$ cat config.mk
export PLATFORM = sky130hd
export DESIGN_NAME = sd_spi_command_transaction
export DESIGN_NICKNAME = d
export VERILOG_FILES = /design/src/design/sdspi_pkg.sv /design/src/design/sd_spi_command_transaction.sv /design/src/design/sdspi_front.sv /design/src/design/sdspi_queue.sv /design/src/design/sdspi_back.sv
export SDC_FILE = /design/constraint.sdc
export NUM_CORES = 1
export LEC_CHECK = 0
export BUFFER_PORTS_ARGS = -buffer_cell sky130_fd_sc_hd__buf_2
export CORE_MARGIN = 5
export CORE_UTILIZATION = 45
export CTS_BUF_LIST = sky130_fd_sc_hd__clkbuf_4 sky130_fd_sc_hd__clkbuf_8
export CTS_CLUSTER_SIZE = 12
export DETAILED_ROUTE_END_ITERATION = 8
export HOLD_SLACK_MARGIN = 0.02
export PLACE_DENSITY_LB_ADDON = 0.1
export SYNTH_ARGS = -nofsm -noshare
export SYNTH_HDL_FRONTEND = slang
export SYNTH_HIERARCHICAL = 1
export SYNTH_SLANG_ARGS = --single-unit
export TNS_END_PERCENT = 50
$ cat constraint.sdc
create_clock -name clk -period 5.6 [get_ports clk]
set_clock_uncertainty 0.15 [all_clocks]
set_input_delay 1.12 -clock clk [delete_from_list [all_inputs] [get_ports clk]]
set_output_delay 1.12 -clock clk [all_outputs]
set_load 0.03 [all_outputs]
$ cat src/design/sdspi_pkg.sv
// Shared types, codes and constants for the SD SPI command transaction engine.
`timescale 1ns / 1ps

package sdspi_pkg;

  localparam int unsigned MAX_BLOCK_BYTES_DEF = 512;
  localparam int unsigned BLOCK_LEN_W         = 10;
  localparam int unsigned QUEUE_DEPTH         = 2;

  localparam logic [15:0] TIMEOUT_RESET = 16'd1000;
  localparam logic [7:0]  FILLER        = 8'hFF;
  localparam logic [7:0]  START_TOKEN   = 8'hFE;

  // Input command codes
  localparam logic [1:0] CMD_START = 2'd0;
  localparam logic [1:0] CMD_BYTE  = 2'd1;
  localparam logic [1:0] CMD_TICK  = 2'd2;

  // Reply kinds
  localparam logic [1:0] KIND_R1   = 2'd0;
  localparam logic [1:0] KIND_R3   = 2'd1;
  localparam logic [1:0] KIND_DATA = 2'd2;

  // Transaction outcomes
  localparam logic [1:0] OUT_DONE          = 2'd0;
  localparam logic [1:0] OUT_R1_TIMEOUT    = 2'd1;
  localparam logic [1:0] OUT_TOKEN_TIMEOUT = 2'd2;
  localparam logic [1:0] OUT_R1_ABORT      = 2'd3;

  // Classified operation carried through the queue
  typedef enum logic [1:0] {
    OP_START = 2'd0,
    OP_BYTE  = 2'd1,
    OP_TICK  = 2'd2
  } op_t;

  typedef struct packed {
    op_t                    op;
    logic [47:0]            frame;
    logic [1:0]             kind;
    logic [BLOCK_LEN_W-1:0] length;
    logic [7:0]             rx;
  } entry_t;

  // Queue handshake toward the back end
  typedef struct packed {
    logic   valid;
    entry_t entry;
  } q_head_t;

  typedef struct packed {
    logic        tx_valid;
    logic [7:0]  tx_byte;
    logic        chip_select_n;
    logic        data_valid;
    logic [7:0]  data_byte;
    logic        done_res;
    logic [1:0]  outcome;
    logic [7:0]  response_byte;
    logic [31:0] r3_value;
  } result_t;

endpackage

$ cat src/design/sd_spi_command_transaction.sv
// Top level of the SD card SPI-mode command transaction engine.
`timescale 1ns / 1ps
// A word that has a result goes through the queue slot, written when the word is accepted,
// and then the result register, written when the sequencer retires the word.
// Throughput: one word per cycle; the sequencer retires one queue word each cycle
// while the result register is free or being taken.
// Reset (rst_n low, synchronous): queue empty, sequencer idle, timeout back to 1000.

module sd_spi_command_transaction #(
  parameter int unsigned MAX_BLOCK_BYTES = sdspi_pkg::MAX_BLOCK_BYTES_DEF
) (
  input  logic                              clk,
  input  logic                              rst_n,
  input  logic                              cfg_valid,
  output logic                              cfg_ready,
  input  logic [15:0]                       cfg_data,
  input  logic                              in_valid,
  output logic                              in_ready,
  input  logic [1:0]                        in_command,
  input  logic [7:0]                        in_cmd_byte,
  input  logic [31:0]                       in_argument,
  input  logic [7:0]                        in_crc_byte,
  input  logic [1:0]                        in_reply_kind,
  input  logic [sdspi_pkg::BLOCK_LEN_W-1:0] in_block_length,
  input  logic [7:0]                        in_rx_byte,
  output logic                              out_valid,
  input  logic                              out_ready,
  output logic                              out_tx_valid,
  output logic [7:0]                        out_tx_byte,
  output logic                              out_chip_select_n,
  output logic                              out_data_valid,
  output logic [7:0]                        out_data_byte,
  output logic                              out_done_res,
  output logic [1:0]                        out_outcome,
  output logic [7:0]                        out_response_byte,
  output logic [31:0]                       out_r3_value
);

  logic               q_full;
  logic               push;
  logic               pop;
  sdspi_pkg::entry_t  push_entry;
  sdspi_pkg::q_head_t head;
  sdspi_pkg::result_t result;

  sdspi_front #(
    .MAX_BLOCK_BYTES(MAX_BLOCK_BYTES)
  ) u_front (
    .in_valid       (in_valid),
    .in_ready       (in_ready),
    .in_command     (in_command),
    .in_cmd_byte    (in_cmd_byte),
    .in_argument    (in_argument),
    .in_crc_byte    (in_crc_byte),
    .in_reply_kind  (in_reply_kind),
    .in_block_length(in_block_length),
    .in_rx_byte     (in_rx_byte),
    .q_full         (q_full),
    .push           (push),
    .push_entry     (push_entry)
  );

  sdspi_queue u_queue (
    .clk       (clk),
    .rst_n     (rst_n),
    .push      (push),
    .push_entry(push_entry),
    .full      (q_full),
    .pop       (pop),
    .head      (head)
  );

  sdspi_back #(
    .MAX_BLOCK_BYTES(MAX_BLOCK_BYTES)
  ) u_back (
    .clk      (clk),
    .rst_n    (rst_n),
    .cfg_valid(cfg_valid),
    .cfg_ready(cfg_ready),
    .cfg_data (cfg_data),
    .head     (head),
    .pop      (pop),
    .out_valid(out_valid),
    .out_ready(out_ready),
    .result   (result)
  );

  assign out_tx_valid      = result.tx_valid;
  assign out_tx_byte       = result.tx_byte;
  assign out_chip_select_n = result.chip_select_n;
  assign out_data_valid    = result.data_valid;
  assign out_data_byte     = result.data_byte;
  assign out_done_res      = result.done_res;
  assign out_outcome       = result.outcome;
  assign out_response_byte = result.response_byte;
  assign out_r3_value      = result.r3_value;

endmodule

$ cat src/design/sdspi_front.sv
// Front end: classifies input words into queue entries.
`timescale 1ns / 1ps

module sdspi_front #(
  parameter int unsigned MAX_BLOCK_BYTES = sdspi_pkg::MAX_BLOCK_BYTES_DEF
) (
  input  logic                               in_valid,
  output logic                               in_ready,
  input  logic [1:0]                         in_command,
  input  logic [7:0]                         in_cmd_byte,
  input  logic [31:0]                        in_argument,
  input  logic [7:0]                         in_crc_byte,
  input  logic [1:0]                         in_reply_kind,
  input  logic [sdspi_pkg::BLOCK_LEN_W-1:0]  in_block_length,
  input  logic [7:0]                         in_rx_byte,
  input  logic                               q_full,
  output logic                               push,
  output sdspi_pkg::entry_t                  push_entry
);

  logic len_sat;
  logic known_cmd;

  assign in_ready = !q_full;

  // Unused command codes are taken and dropped here
  assign known_cmd = (in_command == sdspi_pkg::CMD_START) ||
                     (in_command == sdspi_pkg::CMD_BYTE)  ||
                     (in_command == sdspi_pkg::CMD_TICK);
  assign push = in_valid && in_ready && known_cmd;

  assign len_sat = 32'(in_block_length) > MAX_BLOCK_BYTES;

  always_comb begin
    push_entry.frame = {in_cmd_byte, in_argument, in_crc_byte};
    push_entry.rx    = in_rx_byte;
    // Reply kind 3 behaves as R1 only
    push_entry.kind  = (in_reply_kind == sdspi_pkg::KIND_DATA) ? sdspi_pkg::KIND_DATA :
                       (in_reply_kind == sdspi_pkg::KIND_R3)   ? sdspi_pkg::KIND_R3 :
                                                                 sdspi_pkg::KIND_R1;
    push_entry.length = len_sat ? sdspi_pkg::BLOCK_LEN_W'(MAX_BLOCK_BYTES) : in_block_length;
    case (in_command)
      sdspi_pkg::CMD_START: push_entry.op = sdspi_pkg::OP_START;
      sdspi_pkg::CMD_BYTE:  push_entry.op = sdspi_pkg::OP_BYTE;
      default:              push_entry.op = sdspi_pkg::OP_TICK;
    endcase
  end

endmodule

$ cat src/design/sdspi_queue.sv
// Short register queue between the front and back ends.
`timescale 1ns / 1ps

module sdspi_queue (
  input  logic                clk,
  input  logic                rst_n,
  input  logic                push,
  input  sdspi_pkg::entry_t   push_entry,
  output logic                full,
  input  logic                pop,
  output sdspi_pkg::q_head_t  head
);

  localparam int unsigned PTR_W = $clog2(sdspi_pkg::QUEUE_DEPTH);
  localparam int unsigned CNT_W = $clog2(sdspi_pkg::QUEUE_DEPTH + 1);

  sdspi_pkg::entry_t slots_r [sdspi_pkg::QUEUE_DEPTH];
  logic [PTR_W-1:0]  wr_ptr_r, wr_ptr_nxt;
  logic [PTR_W-1:0]  rd_ptr_r, rd_ptr_nxt;
  logic [CNT_W-1:0]  count_r, count_nxt;

  assign full       = (count_r == CNT_W'(sdspi_pkg::QUEUE_DEPTH));
  assign head.valid = (count_r != '0);
  assign head.entry = slots_r[rd_ptr_r];

  // Pointer and fill count update
  always_comb begin
    wr_ptr_nxt = wr_ptr_r;
    rd_ptr_nxt = rd_ptr_r;
    count_nxt  = count_r;
    if (push) begin
      wr_ptr_nxt = (wr_ptr_r == PTR_W'(sdspi_pkg::QUEUE_DEPTH - 1)) ? '0 : wr_ptr_r + 1'b1;
    end
    if (pop) begin
      rd_ptr_nxt = (rd_ptr_r == PTR_W'(sdspi_pkg::QUEUE_DEPTH - 1)) ? '0 : rd_ptr_r + 1'b1;
    end
    if (push && !pop) begin
      count_nxt = count_r + 1'b1;
    end else if (pop && !push) begin
      count_nxt = count_r - 1'b1;
    end
  end

  always_ff @(posedge clk) begin
    if (!rst_n) begin
      wr_ptr_r <= '0;
      rd_ptr_r <= '0;
      count_r  <= '0;
    end else begin
      wr_ptr_r <= wr_ptr_nxt;
      rd_ptr_r <= rd_ptr_nxt;
      count_r  <= count_nxt;
    end
  end

  // Entry storage
  always_ff @(posedge clk) begin
    if (push) begin
      slots_r[wr_ptr_r] <= push_entry;
    end
  end

endmodule

$ cat src/design/sdspi_back.sv
// Back end: transaction sequencer, timeout register and result register.
`timescale 1ns / 1ps

module sdspi_back #(
  parameter int unsigned MAX_BLOCK_BYTES = sdspi_pkg::MAX_BLOCK_BYTES_DEF
) (
  input  logic                clk,
  input  logic                rst_n,
  input  logic                cfg_valid,
  output logic                cfg_ready,
  input  logic [15:0]         cfg_data,
  input  sdspi_pkg::q_head_t  head,
  output logic                pop,
  output logic                out_valid,
  input  logic                out_ready,
  output sdspi_pkg::result_t  result
);

  localparam int unsigned LEN_W = $clog2(MAX_BLOCK_BYTES + 1);
  localparam int unsigned CNT_W = (LEN_W > 3) ? LEN_W : 3;

  typedef enum logic [6:0] {
    PH_IDLE  = 7'b0000001,
    PH_SEND  = 7'b0000010,
    PH_R1    = 7'b0000100,
    PH_R3    = 7'b0001000,
    PH_TOKEN = 7'b0010000,
    PH_DATA  = 7'b0100000,
    PH_CRC   = 7'b1000000
  } phase_t;

  phase_t             phase_r, phase_nxt;
  logic [2:0]         frame_index_r, frame_index_nxt;
  logic [CNT_W-1:0]   byte_count_r, byte_count_nxt;
  logic [15:0]        elapsed_r, elapsed_nxt;
  logic [47:0]        frame_r, frame_nxt;
  logic [1:0]         kind_r, kind_nxt;
  logic [CNT_W-1:0]   length_r, length_nxt;
  logic [7:0]         r1_r, r1_nxt;
  logic [31:0]        r3_r, r3_nxt;
  logic [15:0]        timeout_r;
  logic               out_valid_r, out_valid_nxt;
  sdspi_pkg::result_t result_r;
  sdspi_pkg::result_t res_nxt;
  logic               res_vld;
  logic               finish;
  logic [1:0]         fin_outcome;
  logic               expired;
  logic [2:0]         fi_inc;
  logic [CNT_W-1:0]   bc_inc;
  sdspi_pkg::entry_t  e;

  function automatic logic [7:0] pick_byte(input logic [47:0] frame, input logic [2:0] idx);
    logic [7:0] b;
    case (idx)
      3'd0:    b = frame[47:40];
      3'd1:    b = frame[39:32];
      3'd2:    b = frame[31:24];
      3'd3:    b = frame[23:16];
      3'd4:    b = frame[15:8];
      default: b = frame[7:0];
    endcase
    return b;
  endfunction

  assign cfg_ready = 1'b1;
  assign e         = head.entry;
  assign pop       = head.valid && (!out_valid_r || out_ready);
  assign expired   = elapsed_r >= timeout_r;
  assign fi_inc    = frame_index_r + 1'b1;
  assign bc_inc    = byte_count_r + 1'b1;
  assign out_valid = out_valid_r;
  assign result    = result_r;

  // Sequencer: one queue word per cycle while the result register is free or being taken
  always_comb begin
    phase_nxt       = phase_r;
    frame_index_nxt = frame_index_r;
    byte_count_nxt  = byte_count_r;
    elapsed_nxt     = elapsed_r;
    frame_nxt       = frame_r;
    kind_nxt        = kind_r;
    length_nxt      = length_r;
    r1_nxt          = r1_r;
    r3_nxt          = r3_r;
    res_vld         = 1'b0;
    finish          = 1'b0;
    fin_outcome     = sdspi_pkg::OUT_DONE;
    res_nxt         = '0;
    res_nxt.tx_valid = 1'b1;
    res_nxt.tx_byte  = sdspi_pkg::FILLER;

    if (pop) begin
      case (e.op)
        sdspi_pkg::OP_START: begin
          if (phase_r == PH_IDLE) begin
            frame_nxt       = e.frame;
            kind_nxt        = e.kind;
            length_nxt      = CNT_W'(e.length);
            frame_index_nxt = '0;
            byte_count_nxt  = '0;
            elapsed_nxt     = '0;
            r1_nxt          = '0;
            r3_nxt          = '0;
            phase_nxt       = PH_SEND;
            res_vld         = 1'b1;
            res_nxt.tx_byte = e.frame[47:40];
          end
        end
        sdspi_pkg::OP_TICK: begin
          if (phase_r != PH_IDLE && elapsed_r != 16'hFFFF) begin
            elapsed_nxt = elapsed_r + 1'b1;
          end
        end
        default: begin
          case (phase_r)
            PH_SEND: begin
              res_vld         = 1'b1;
              frame_index_nxt = fi_inc;
              if (fi_inc < 3'd6) begin
                res_nxt.tx_byte = pick_byte(frame_r, fi_inc);
              end else begin
                phase_nxt = PH_R1;
              end
            end
            PH_R1: begin
              res_vld = 1'b1;
              if (!e.rx[7] || expired) begin
                r1_nxt = e.rx;
                if (kind_r == sdspi_pkg::KIND_R3) begin
                  phase_nxt      = PH_R3;
                  byte_count_nxt = '0;
                  r3_nxt         = '0;
                end else if (kind_r == sdspi_pkg::KIND_DATA) begin
                  if (e.rx != 8'h00) begin
                    finish      = 1'b1;
                    fin_outcome = e.rx[7] ? sdspi_pkg::OUT_R1_TIMEOUT
                                          : sdspi_pkg::OUT_R1_ABORT;
                  end else begin
                    phase_nxt   = PH_TOKEN;
                    elapsed_nxt = '0;
                  end
                end else begin
                  finish      = 1'b1;
                  fin_outcome = e.rx[7] ? sdspi_pkg::OUT_R1_TIMEOUT : sdspi_pkg::OUT_DONE;
                end
              end
            end
            PH_R3: begin
              res_vld        = 1'b1;
              r3_nxt         = {r3_r[23:0], e.rx};
              byte_count_nxt = bc_inc;
              if (bc_inc >= CNT_W'(4)) begin
                finish      = 1'b1;
                fin_outcome = r1_r[7] ? sdspi_pkg::OUT_R1_TIMEOUT : sdspi_pkg::OUT_DONE;
              end
            end
            PH_TOKEN: begin
              res_vld = 1'b1;
              if (e.rx == sdspi_pkg::START_TOKEN) begin
                byte_count_nxt = '0;
                phase_nxt      = (length_r == '0) ? PH_CRC : PH_DATA;
              end else if (expired) begin
                finish      = 1'b1;
                fin_outcome = sdspi_pkg::OUT_TOKEN_TIMEOUT;
              end
            end
            PH_DATA: begin
              res_vld            = 1'b1;
              res_nxt.data_valid = 1'b1;
              res_nxt.data_byte  = e.rx;
              byte_count_nxt     = bc_inc;
              if (bc_inc >= length_r) begin
                phase_nxt      = PH_CRC;
                byte_count_nxt = '0;
              end
            end
            PH_CRC: begin
              res_vld        = 1'b1;
              byte_count_nxt = bc_inc;
              if (bc_inc >= CNT_W'(2)) begin
                finish      = 1'b1;
                fin_outcome = sdspi_pkg::OUT_DONE;
              end
            end
            default: begin
              res_vld = 1'b0;
            end
          endcase
        end
      endcase
    end

    // Ending word: release chip select and report status
    if (finish) begin
      phase_nxt             = PH_IDLE;
      res_nxt               = '0;
      res_nxt.chip_select_n = 1'b1;
      res_nxt.done_res      = 1'b1;
      res_nxt.outcome       = fin_outcome;
      res_nxt.response_byte = r1_nxt;
      res_nxt.r3_value      = (kind_r == sdspi_pkg::KIND_R3) ? r3_nxt : 32'h0;
    end
  end

  // Result register handshake
  always_comb begin
    out_valid_nxt = out_valid_r;
    if (pop) begin
      out_valid_nxt = res_vld;
    end else if (out_ready) begin
      out_valid_nxt = 1'b0;
    end
  end

  always_ff @(posedge clk) begin
    if (!rst_n) begin
      phase_r       <= PH_IDLE;
      frame_index_r <= '0;
      byte_count_r  <= '0;
      elapsed_r     <= '0;
      frame_r       <= '0;
      kind_r        <= '0;
      length_r      <= '0;
      r1_r          <= '0;
      r3_r          <= '0;
      timeout_r     <= sdspi_pkg::TIMEOUT_RESET;
      out_valid_r   <= 1'b0;
    end else begin
      phase_r       <= phase_nxt;
      frame_index_r <= frame_index_nxt;
      byte_count_r  <= byte_count_nxt;
      elapsed_r     <= elapsed_nxt;
      frame_r       <= frame_nxt;
      kind_r        <= kind_nxt;
      length_r      <= length_nxt;
      r1_r          <= r1_nxt;
      r3_r          <= r3_nxt;
      out_valid_r   <= out_valid_nxt;
      if (cfg_valid && cfg_ready) begin
        timeout_r <= cfg_data;
      end
    end
  end

  // Result payload
  always_ff @(posedge clk) begin
    if (pop && res_vld) begin
      result_r <= res_nxt;
    end
  end

  a_done_goes_idle: assert property (@(posedge clk) disable iff (!rst_n)
    (pop && res_vld && res_nxt.done_res) |=> (phase_r == PH_IDLE))
    else $error("transaction end did not return to idle");

  a_data_in_data_phase: assert property (@(posedge clk) disable iff (!rst_n)
    (pop && res_vld && res_nxt.data_valid) |-> (phase_r == PH_DATA))
    else $error("block byte reported outside data phase");

  a_frame_index_range: assert property (@(posedge clk) disable iff (!rst_n)
    (phase_r == PH_SEND) |-> (frame_index_r < 3'd6))
    else $error("frame index beyond command frame");

  a_tx_xor_done: assert property (@(posedge clk) disable iff (!rst_n)
    out_valid_r |-> (result_r.tx_valid != result_r.done_res))
    else $error("result both exchanges and ends, or neither");

endmodule
==> metrics.txt, run 1 <==
status=complete, no violations; placed inst area=about 17000 um2; DR pass1 iterations=5; Worst VDD drop=263.6 uV; Critical Path AT=4.05 ns; Cell Pwr Density=about 400 nW/um2; Max Clk Rate=approximately 0.27 GHz; Die Y=roughly 200 um; GRT Total Usage=0.1788; area grow syn2layout=11.84%; Initial DRC Count=between 500 and 600; Critical Path RT=roughly 6 ns; pin count of the biggest net entering global routing=slightly below 80; commonest cells in the netlist=edfxtp_1 (201), nand2_1 (166), dfxtp_1 (158); synthesized flop and latch total=359; Critical Path Slowest Stage Cell=or3b_2; Final period util=0.6512; first-pass GRT wire length=56770 um; Worst Path Buf+Inv=1; synth top area cells=edfxtp_1 (37%), dfxtp_1 (20%), mux2_2 (5.4%); Seq/Total Area, Yosys=0.5705; antenna-violating nets left=0; # IOs=about 160; # fillers=roughly 3.2k; CP Cell Sequence=mux2_2 > nor2_1 > buf_4 > nand3_1 > a2bb2oi_1 > a21oi_1 > nand3_1 > or3b_2 > a21boi_0; DRC=0; Least-Margin Pin Slew=1.150 ns; Final nets=1622; root buf cell=clkbuf_8; Pins Over Slew Limit=0; area of the multi-input gates=slightly below 6000 um2; # placed instances=1894; Port Buffers=approximately 150; WL final=approximately 36000 um; clock sink count=between 300 and 400; final hold violation count=0; number of synthesized flops with an enable pin=201; Top FF cell, synth=edfxtp_1; max_cap viols=0; YS warnings=6; RD Place Congestion=a little over 0.8; Avg WL per Cell=between 15 and 20 um; Horiz. Die Dim=around 200 um; CTS Hold Bufs=0; Die ar.=39720 um2; CP Capture Type=flop; Worst Hold Class=reg -> reg; vias in the first global route=between 10k and 15k; largest area contributor in the netlist=edfxtp_1; P_leak=6.457 nW; min setup slack post-route=1.953 ns; RSZ-0062 raised after global routing=false; core area=35480 um2; critical path's most frequent cell=nand3_1; sequential cell area=roughly 9200 um2; asr flop ratio synth=0; CTS clk-pin slew, worst paths=approximately 0.07 ns; PostCTS Resize Cnt=0; dpl hpwl=~23000 um; Slew headroom=0.2318; CP delay by family, top=simple AND/OR/NAND/NOR gates; Net Count, Synth=between 1.5k and 2k; number of buffers created by CTS=60; share of layout cells above drive strength 1=0.2570; GRT overflow=0; post-synthesis instance area=around 16000 um2; vias after detailed routing=10.51k; CTS tree=yes; syn_area_per_cell=around 11 um2; Vias/cell=around 5.2; Initial Util=0.4545; final core utilization=0.5083; Clk Latency, worst-skew pair=roughly 0.63 ns; Row Count=69; CP Max Fanout=25; critical path startpoint category=flop; most frequent cell after synthesis=edfxtp_1; CP Class=reg -> reg; design area=18030 um2; postcts setup bufs=0; top-area cell type share of the netlist area=0.3743; pre-CTS setup slack=1.785 ns; synth unique cells=79; sum of negative setup slack=0 ns; diodes inserted=0; Mapped Cells=between 1k and 1.5k; Min Clock Period, post-route=roughly 3.6 ns; final setup fails=0; clock buffer depth=3; Critical Path Max Stage Delay=0.62 ns; H-tree Lvls=2; post-route insts no fill=roughly 2k; initial antenna violation count=1
## metal layers
layer	share of wire	routed length, um	global-route usage	up-vias
li1	-	-	-	5184
met3	0.052	1839	0.03456	52
met4	0.021	760	0.05724	2
met1	0.45	16070	0.2408	5029
met2	0.47	16820	0.2930	245
met5	0.00020	7	0	-
## power breakdown
part / switching (W) / internal [W]
registers: 0.000131 / 0.00310
clock network: 0.00104 / 0.00139
logic: 0.000964 / 0.000518
total: 0.00214 / 0.00501
## cell families after synthesis
family	Yosys count	synth area share
other	1	0.0002326
multiplexers	91	0.06285
XOR/XNOR	29	0.01575
AO/OA/AOI/OAI	229	0.1089
adder cells (fa/ha/maj)	36	0.02793
flip-flops	359	0.5705
AND/OR/NAND/NOR	472	0.1496
buffers and inverters	190	0.06425
## metrics by stage
step                hold WS [ns]  power [W]
finish                    0.3138   0.007143
global route              0.3414   0.007539
CTS                       0.3179   0.007262
detailed placement        0.3088   0.004793
global placement          0.3000   0.004782
floorplan                 0.2900   0.004420
## path summary, 6_finish.rpt
path                           start                     end  slack (ns)  depth (start not counted)
setup / recovery                flop  u_back/byte_count_r[4]        1.95                          9
hold / removal    u_back/frame_r[41]      u_back/frame_r[41]        0.31                          2
setup reg to reg                flop  u_back/byte_count_r[4]        1.95                          9
hold reg to reg   u_back/frame_r[41]      u_back/frame_r[41]        0.31                          2
## sequential cells by signal (all words and copies together), names as in the netlist, named ones only
signal	cells
u_queue/count_r	2
u_back/frame_index_r	3
u_back/timeout_r	16
u_back/elapsed_r	16
u_back/r3_r	32
u_back/kind_r	2
u_back/frame_r	48
u_back/length_r	10
u_queue/rd_ptr_r	1
u_back/byte_count_r	10
u_back/result	61
u_back/phase_r	7
u_queue/slots_r	140
u_back/out_valid	1
u_back/r1_r	8
u_queue/wr_ptr_r	1
## layout make-up
cell class / count / area share
inverter: 49 / 0.01020
multi-input combinational: 858 / 0.3282
clock buffer: 84 / 0.05751
sequential: 359 / 0.5103
timing repair buffer: 167 / 0.04829
clock inverter: 28 / 0.01353
tap: 461 / 0.03198
## layout by cell type (no fill, tap or decap), types with 5 or more instances in the layout
cell type  count
a211oi_1      13
a21boi_0      72
a21oi_1       24
a222oi_1       7
a311oi_1       7
a32oi_1       31
and2_1        18
and3_1        14
buf_2        153
buf_4         14
clkbuf_4      19
clkbuf_8      65
clkinv_1       9
clkinv_2      10
dfxtp_1      157
edfxtp_1     201
ha_1          36
inv_1         48
mux2_2        78
mux2i_1       12
nand2_1      166
nand3_1       27
nand4_1       11
nor2_1        82
nor2_2         6
nor2b_1       67
nor3_1        21
nor3_2         5
nor4_1         7
o211ai_1      10
o21a_1         5
o21ai_0       23
o221a_2        7
or3_1          7
xnor2_1       19
xor2_1        10
## worst min-delay path, stage by stage (launching register included)
cell and delay, ns:
dfxtp_1 0.31, nand2_1 0.05, a21boi_0 0.06
Power figures use the tool's default switching activity.
==> inputs of run 2 (changes only) <==
- ABC_AREA: default -> 1
- clock period: 5.6 -> 3.4 ns (I/O delays scaled with it)
==> metrics.txt, run 2 <==
Die ar.=43130 um2; final setup fails=0; Worst Reg-to-Reg Cells=9; Slew headroom=0.4593; most frequent cell after synthesis=nand2_1; Critical Path AT=about 3.2 ns; Net Sw Frac=0.3595; Pins Over Slew Limit=0; pin count of the biggest net entering global routing=80; status=complete, no violations; CP Class=reg -> reg; # fillers=~3.6k; asr flop ratio synth=0; CP Capture Type=flop; synth top area cells=edfxtp_1 (34%), dfxtp_1 (18%), mux2_4 (6.0%); Clk pwr share=0.269; PostCTS Resize Cnt=0; Largest register FFs=140; WL final=42400 um; CTS clk-pin slew, worst paths=0.06 ns; Power Internal=roughly 0.0095 W; antenna-violating nets left=0; critical path's most frequent cell=nor2_1; Worst Hold Class=in -> reg; first-pass GRT wire length=slightly below 70000 um; sum of negative setup slack=0 ns; DRC=0; instance count on the critical path=9; area of the multi-input gates=about 6600 um2; Die Y=just over 200 um; GRT Total Usage=0.1920; synth unique cells=55; diodes inserted=0; post-route insts no fill=2615; most common cell after layout, fill and taps aside=nand2_1; GRT overflow=0; dpl hpwl=28710 um; clock buffer depth=3; Reg-to-Reg End=u_back/result[21]; Top FF cell, synth=edfxtp_1; max_cap viols=0; Final period util=0.8783; H-tree Lvls=2; Row Count=72; area grow syn2layout=14.00%; CP Cell Sequence=mux2_4 > inv_1 > nand4_1 > nor2_1 > a21oi_2 > nand2_1 > nand4_4 > nand3_2 > nor2_1; YS warnings=6; # IOs=156; Critical Path RT=3.63 ns; DR pass1 iterations=5; number of synthesized flops with an enable pin=about 200; Worst Path Buf+Inv=1; Initial Util=0.4550; syn_area_per_cell=roughly 9.2 um2; Biggest register=u_queue/slots_r; Horiz. Die Dim=a little over 200 um; most frequent cells in the layout=nand2_1 (257), nor2_1 (242), inv_1 (215); r2r setup slk=~0.41 ns; synthesized flop and latch total=about 360; share of layout cells above drive strength 1=0.1984; final hold violation count=0; Mapped Cells=roughly 1.9k; P_leak=slightly above 8 nW; Clk Latency, worst-skew pair=0.66 ns; CTS Hold Bufs=44; vias after detailed routing=about 13k; Switch Pwr=approximately 0.0053 W; critical path endpoint=u_back/result[21]; clock sink count=about 360; CTS tree=yes; initial antenna violation count=1; CP delay by family, top=simple AND/OR/NAND/NOR gates; largest area contributor in the netlist=edfxtp_1; Net Count, Synth=a little over 2k; post-synthesis instance area=around 18000 um2; Initial DRC Count=~820; RD Place Congestion=0.8605; postcts setup bufs=0; Comb pwr share=0.339; number of buffers created by CTS=61; Critical Path Max Stage Delay=0.57 ns; Critical Path Slowest Stage Cell=dfxtp_4; critical path startpoint category=flop; CP Max Fanout=32; commonest cells in the netlist=nand2_1 (258), nor2_1 (243), inv_1 (218); top-area cell type share of the netlist area=0.3432; sequential cell area=9203 um2; Final nets=roughly 2.2k; Final Hold Slack=slightly below 0.08 ns; vias in the first global route=around 13k; Max Clk Rate=between 0.3 and 0.4 GHz; Cell Pwr Density=approximately 740 nW/um2; Min Clock Period, post-route=between 2 and 3 ns; Seq/Total Area, Yosys=0.5231; root buf cell=clkbuf_8; RSZ-0062 raised after global routing=false; Vias/cell=around 5.0; Seq pwr share=0.392; Port Buffers=154; Avg WL per Cell=16.22 um; # placed instances=about 2.5k; core area=38650 um2; Worst VDD drop=roughly 430 uV; Least-Margin Pin Slew=between 0.8 and 0.9 ns
-- run 2: cell types whose count changed after synthesis, moves of 31 or more --
cell,before,now
mux2_4,1,70
nand2_1,166,258
o22ai_1,0,40
o21ai_0,23,109
nor2b_1,68,0
nand3_1,27,102
a21oi_1,24,188
a21boi_0,72,0
a32oi_1,31,0
mux2_2,78,0
inv_1,49,218
nor2_1,84,243
-- run 2: cells by family after synthesis --
| group | Yosys count | share of synthesized area |
|---|---|---|
| xor+xnor | 8 | 0.003985 |
| compound gates | 374 | 0.1153 |
| simple gates | 682 | 0.1684 |
| fa+ha+maj | 36 | 0.02562 |
| flops | 359 | 0.5231 |
| buf+inv | 372 | 0.1035 |
| mux | 70 | 0.05977 |
| other cells | 1 | 0.0002133 |
-- run 2: final cells by class --
type / count / area share
Timing Repair Buffer: 225 / 0.07303
Sequential cell: 359 / 0.4591
Clock inverter: 19 / 0.008052
Clock buffer: 92 / 0.05568
Multi-Input combinational cell: 1171 / 0.3283
Inverter: 231 / 0.04357
Tap cell: 518 / 0.03233
-- run 2: power groups by stage --
stage          clock network, W  registers, W  logic, W
6_report                0.00400       0.00582   0.00502
5_1_grt                 0.00437       0.00590   0.00557
4_1_cts                 0.00415       0.00582   0.00507
3_5_place_dp                  0       0.00591   0.00502
3_3_place_gp                  0       0.00589   0.00495
2_1_floorplan                 0       0.00609   0.00373
-- run 2: through the flow --
stage | total power (W) | setup WS [ns] | instance area (um2) | utilization
6_report | 0.01484 | 0.4136 | 20050 | 0.5187
5_1_grt | 0.01583 | 0.1253 | 20050 | 0.5187
4_1_cts | 0.01504 | 0.3788 | 20050 | 0.5187
3_5_place_dp | 0.01092 | 0.3900 | 18330 | 0.4742
3_3_place_gp | 0.01084 | 0.4664 | 18330 | 0.4742
2_1_floorplan | 0.009824 | 0.2933 | 17590 | -
-- run 2: worst min-delay path by stage --
stage	end	cells past startpoint	start	slack [ns]
2_1_floorplan	u_back/frame_r[10]	2	u_back/frame_r[10]	0.27
3_3_place_gp	u_back/frame_r[17]	2	u_back/frame_r[17]	0.28
3_5_place_dp	u_back/frame_r[13]	2	u_back/frame_r[13]	0.29
4_1_cts	u_queue/slots_r[0][53]	1	in_argument[25]	0.02
5_1_grt	u_queue/slots_r[0][3]	1	in_rx_byte[3]	0.03
6_report	u_queue/slots_r[0][3]	1	in_rx_byte[3]	0.08
-- run 2: worst reg2reg max path, delay by kind of cell (launching register included) --
kind	cells	cell delay, ns
compound gates	1	0.09
simple gates	6	1.42
flops	1	0.57
mux	1	0.34
buf+inv	1	0.16
-- run 2: routing by layer --
metal,vias up,GRT usage,share of wire
met2,327,0.3267,0.49
met1,6049,0.2491,0.44
met3,59,0.03884,0.054
li1,6642,-,-
met4,2,0.05730,0.019
met5,-,0,0.00017
==> inputs of run 3 (changes only) <==
- RECOVER_POWER: default -> 25
==> metrics.txt, run 3 (same netlist as run 2, synthesis figures left out) <==
vias after detailed routing=13.05k; first-pass GRT wire length=around 68000 um; share of layout cells above drive strength 1=0.1750; max_cap viols=2; Die ar.=43130 um2; Row Count=around 70; Vias/cell=4.990; Worst Hold Class=in -> reg; CP Capture Type=flop; Comb pwr share=0.338; RSZ-0062 raised after global routing=false; clock sink count=359; vias in the first global route=12.94k; Critical Path AT=approximately 3.2 ns; Port Buffers=154; DRC=0; CP Class=reg -> reg; most common cell after layout, fill and taps aside=nand2_1; number of buffers created by CTS=~60; final setup fails=0; Power Internal=about 0.0095 W; CP Max Fanout=32; Clk Latency, worst-skew pair=roughly 0.66 ns; core area=38650 um2; CTS clk-pin slew, worst paths=around 0.06 ns; most frequent cells in the layout=nand2_1 (258), nor2_1 (242), inv_1 (216); postcts setup bufs=0; Min Clock Period, post-route=2.982 ns; Horiz. Die Dim=just over 200 um; Cell Pwr Density=742.7 nW/um2; area grow syn2layout=13.55%; antenna-violating nets left=0; Least-Margin Pin Slew=between 1.5 and 2 ns; final hold violation count=0; clock buffer depth=3; Final Hold Slack=between 0.09 and 0.1 ns; Switch Pwr=between 0.005 and 0.006 W; Initial DRC Count=a little over 800; CTS Hold Bufs=44; critical path startpoint category=flop; Met1 Wirelength=18750 um; initial antenna violation count=1; sum of negative setup slack=0 ns; # IOs=156; failing checks=capacitance limit, slew limit; Seq pwr share=0.392; PostCTS Resize Cnt=0; Biggest register=u_queue/slots_r; status=finished, violations left; dpl hpwl=28710 um; Clk pwr share=0.269; H-tree Lvls=2; Die Y=a little over 200 um; DR pass1 iterations=5; Pins Over Slew Limit=approximately 120; Worst VDD drop=between 400 and 500 uV; P_leak=between 8 and 9 nW; Critical Path RT=around 3.6 ns; DR WL met3=around 2100 um; RD Place Congestion=0.8605; Avg WL per Cell=16.22 um; Final nets=around 2.2k; GRT Total Usage=0.1920; GRT overflow=0; Slew headroom=-0.2197; root buf cell=clkbuf_8; diodes inserted=0; met2 wire length=slightly above 20000 um; Max Clk Rate=roughly 0.34 GHz; WL final=~42000 um; Final period util=0.8771; Net Sw Frac=0.3595; Initial Util=0.4550; pre-CTS setup slack=0.3900 ns; pin count of the biggest net entering global routing=80; uppermost routed layer=met5; CTS tree=yes; Largest register FFs=140; min setup slack post-route=~0.42 ns
## run 3: power by group through the flow
stage                     Sequential [W]  Clock, W  Combinational [W]
after floorplan                  0.00609         0            0.00373
after global routing             0.00590   0.00437            0.00556
final                            0.00582   0.00399            0.00502
after CTS                        0.00582   0.00415            0.00507
after global placement           0.00589         0            0.00495
after detailed placement         0.00591         0            0.00502
## run 3: final timing paths
kind | from | slack, ns | end | depth (start not counted)
hold reg to reg | u_back/frame_r[13] | 0.30 | u_back/frame_r[13] | 2
hold / removal | cfg_data[5] | 0.09 | u_back/timeout_r[5] | 3
setup / recovery | flop | 0.42 | u_back/result[21] | 9
setup reg to reg | flop | 0.42 | u_back/result[21] | 9
## run 3: cell type report
cell class / count / area [um2]
tap: 518 / 648.1
timing repair buffer: 225 / 1388
multi-input combinational: 1171 / 6578
fill: 3604 / 18680
inverter: 231 / 873.3
clock inverter: 19 / 161.4
clock buffer: 92 / 1116
sequential: 359 / 9203
## run 3: worst max-delay path, cell delays in order, from the launching register on
cell and delay [ns]:
dfxtp_4 0.56, mux2_4 0.34, inv_1 0.15, nand4_1 0.13
nor2_1 0.28, a21oi_2 0.09, nand2_1 0.18, nand4_4 0.17
nand3_2 0.51, nor2_1 0.12
## run 3: layer usage
metal / vias to the layer above / global-route usage
met1: 6065 / 0.2491
met4: 2 / 0.05730
met5: - / 0
li1: 6640 / -
met3: 56 / 0.03884
met2: 287 / 0.3267
## run 3: through the flow
stage | total power, W | area [um2] | utilization | cells
3_3_place_gp | 0.01084 | 18330 | 0.4742 | 2460
3_5_place_dp | 0.01092 | 18330 | 0.4742 | 2460
2_1_floorplan | 0.009824 | 17590 | - | 1902
4_1_cts | 0.01504 | 20050 | 0.5187 | 2615
6_report | 0.01483 | 19970 | 0.5166 | 2615
5_1_grt | 0.01583 | 19970 | 0.5166 | 2615
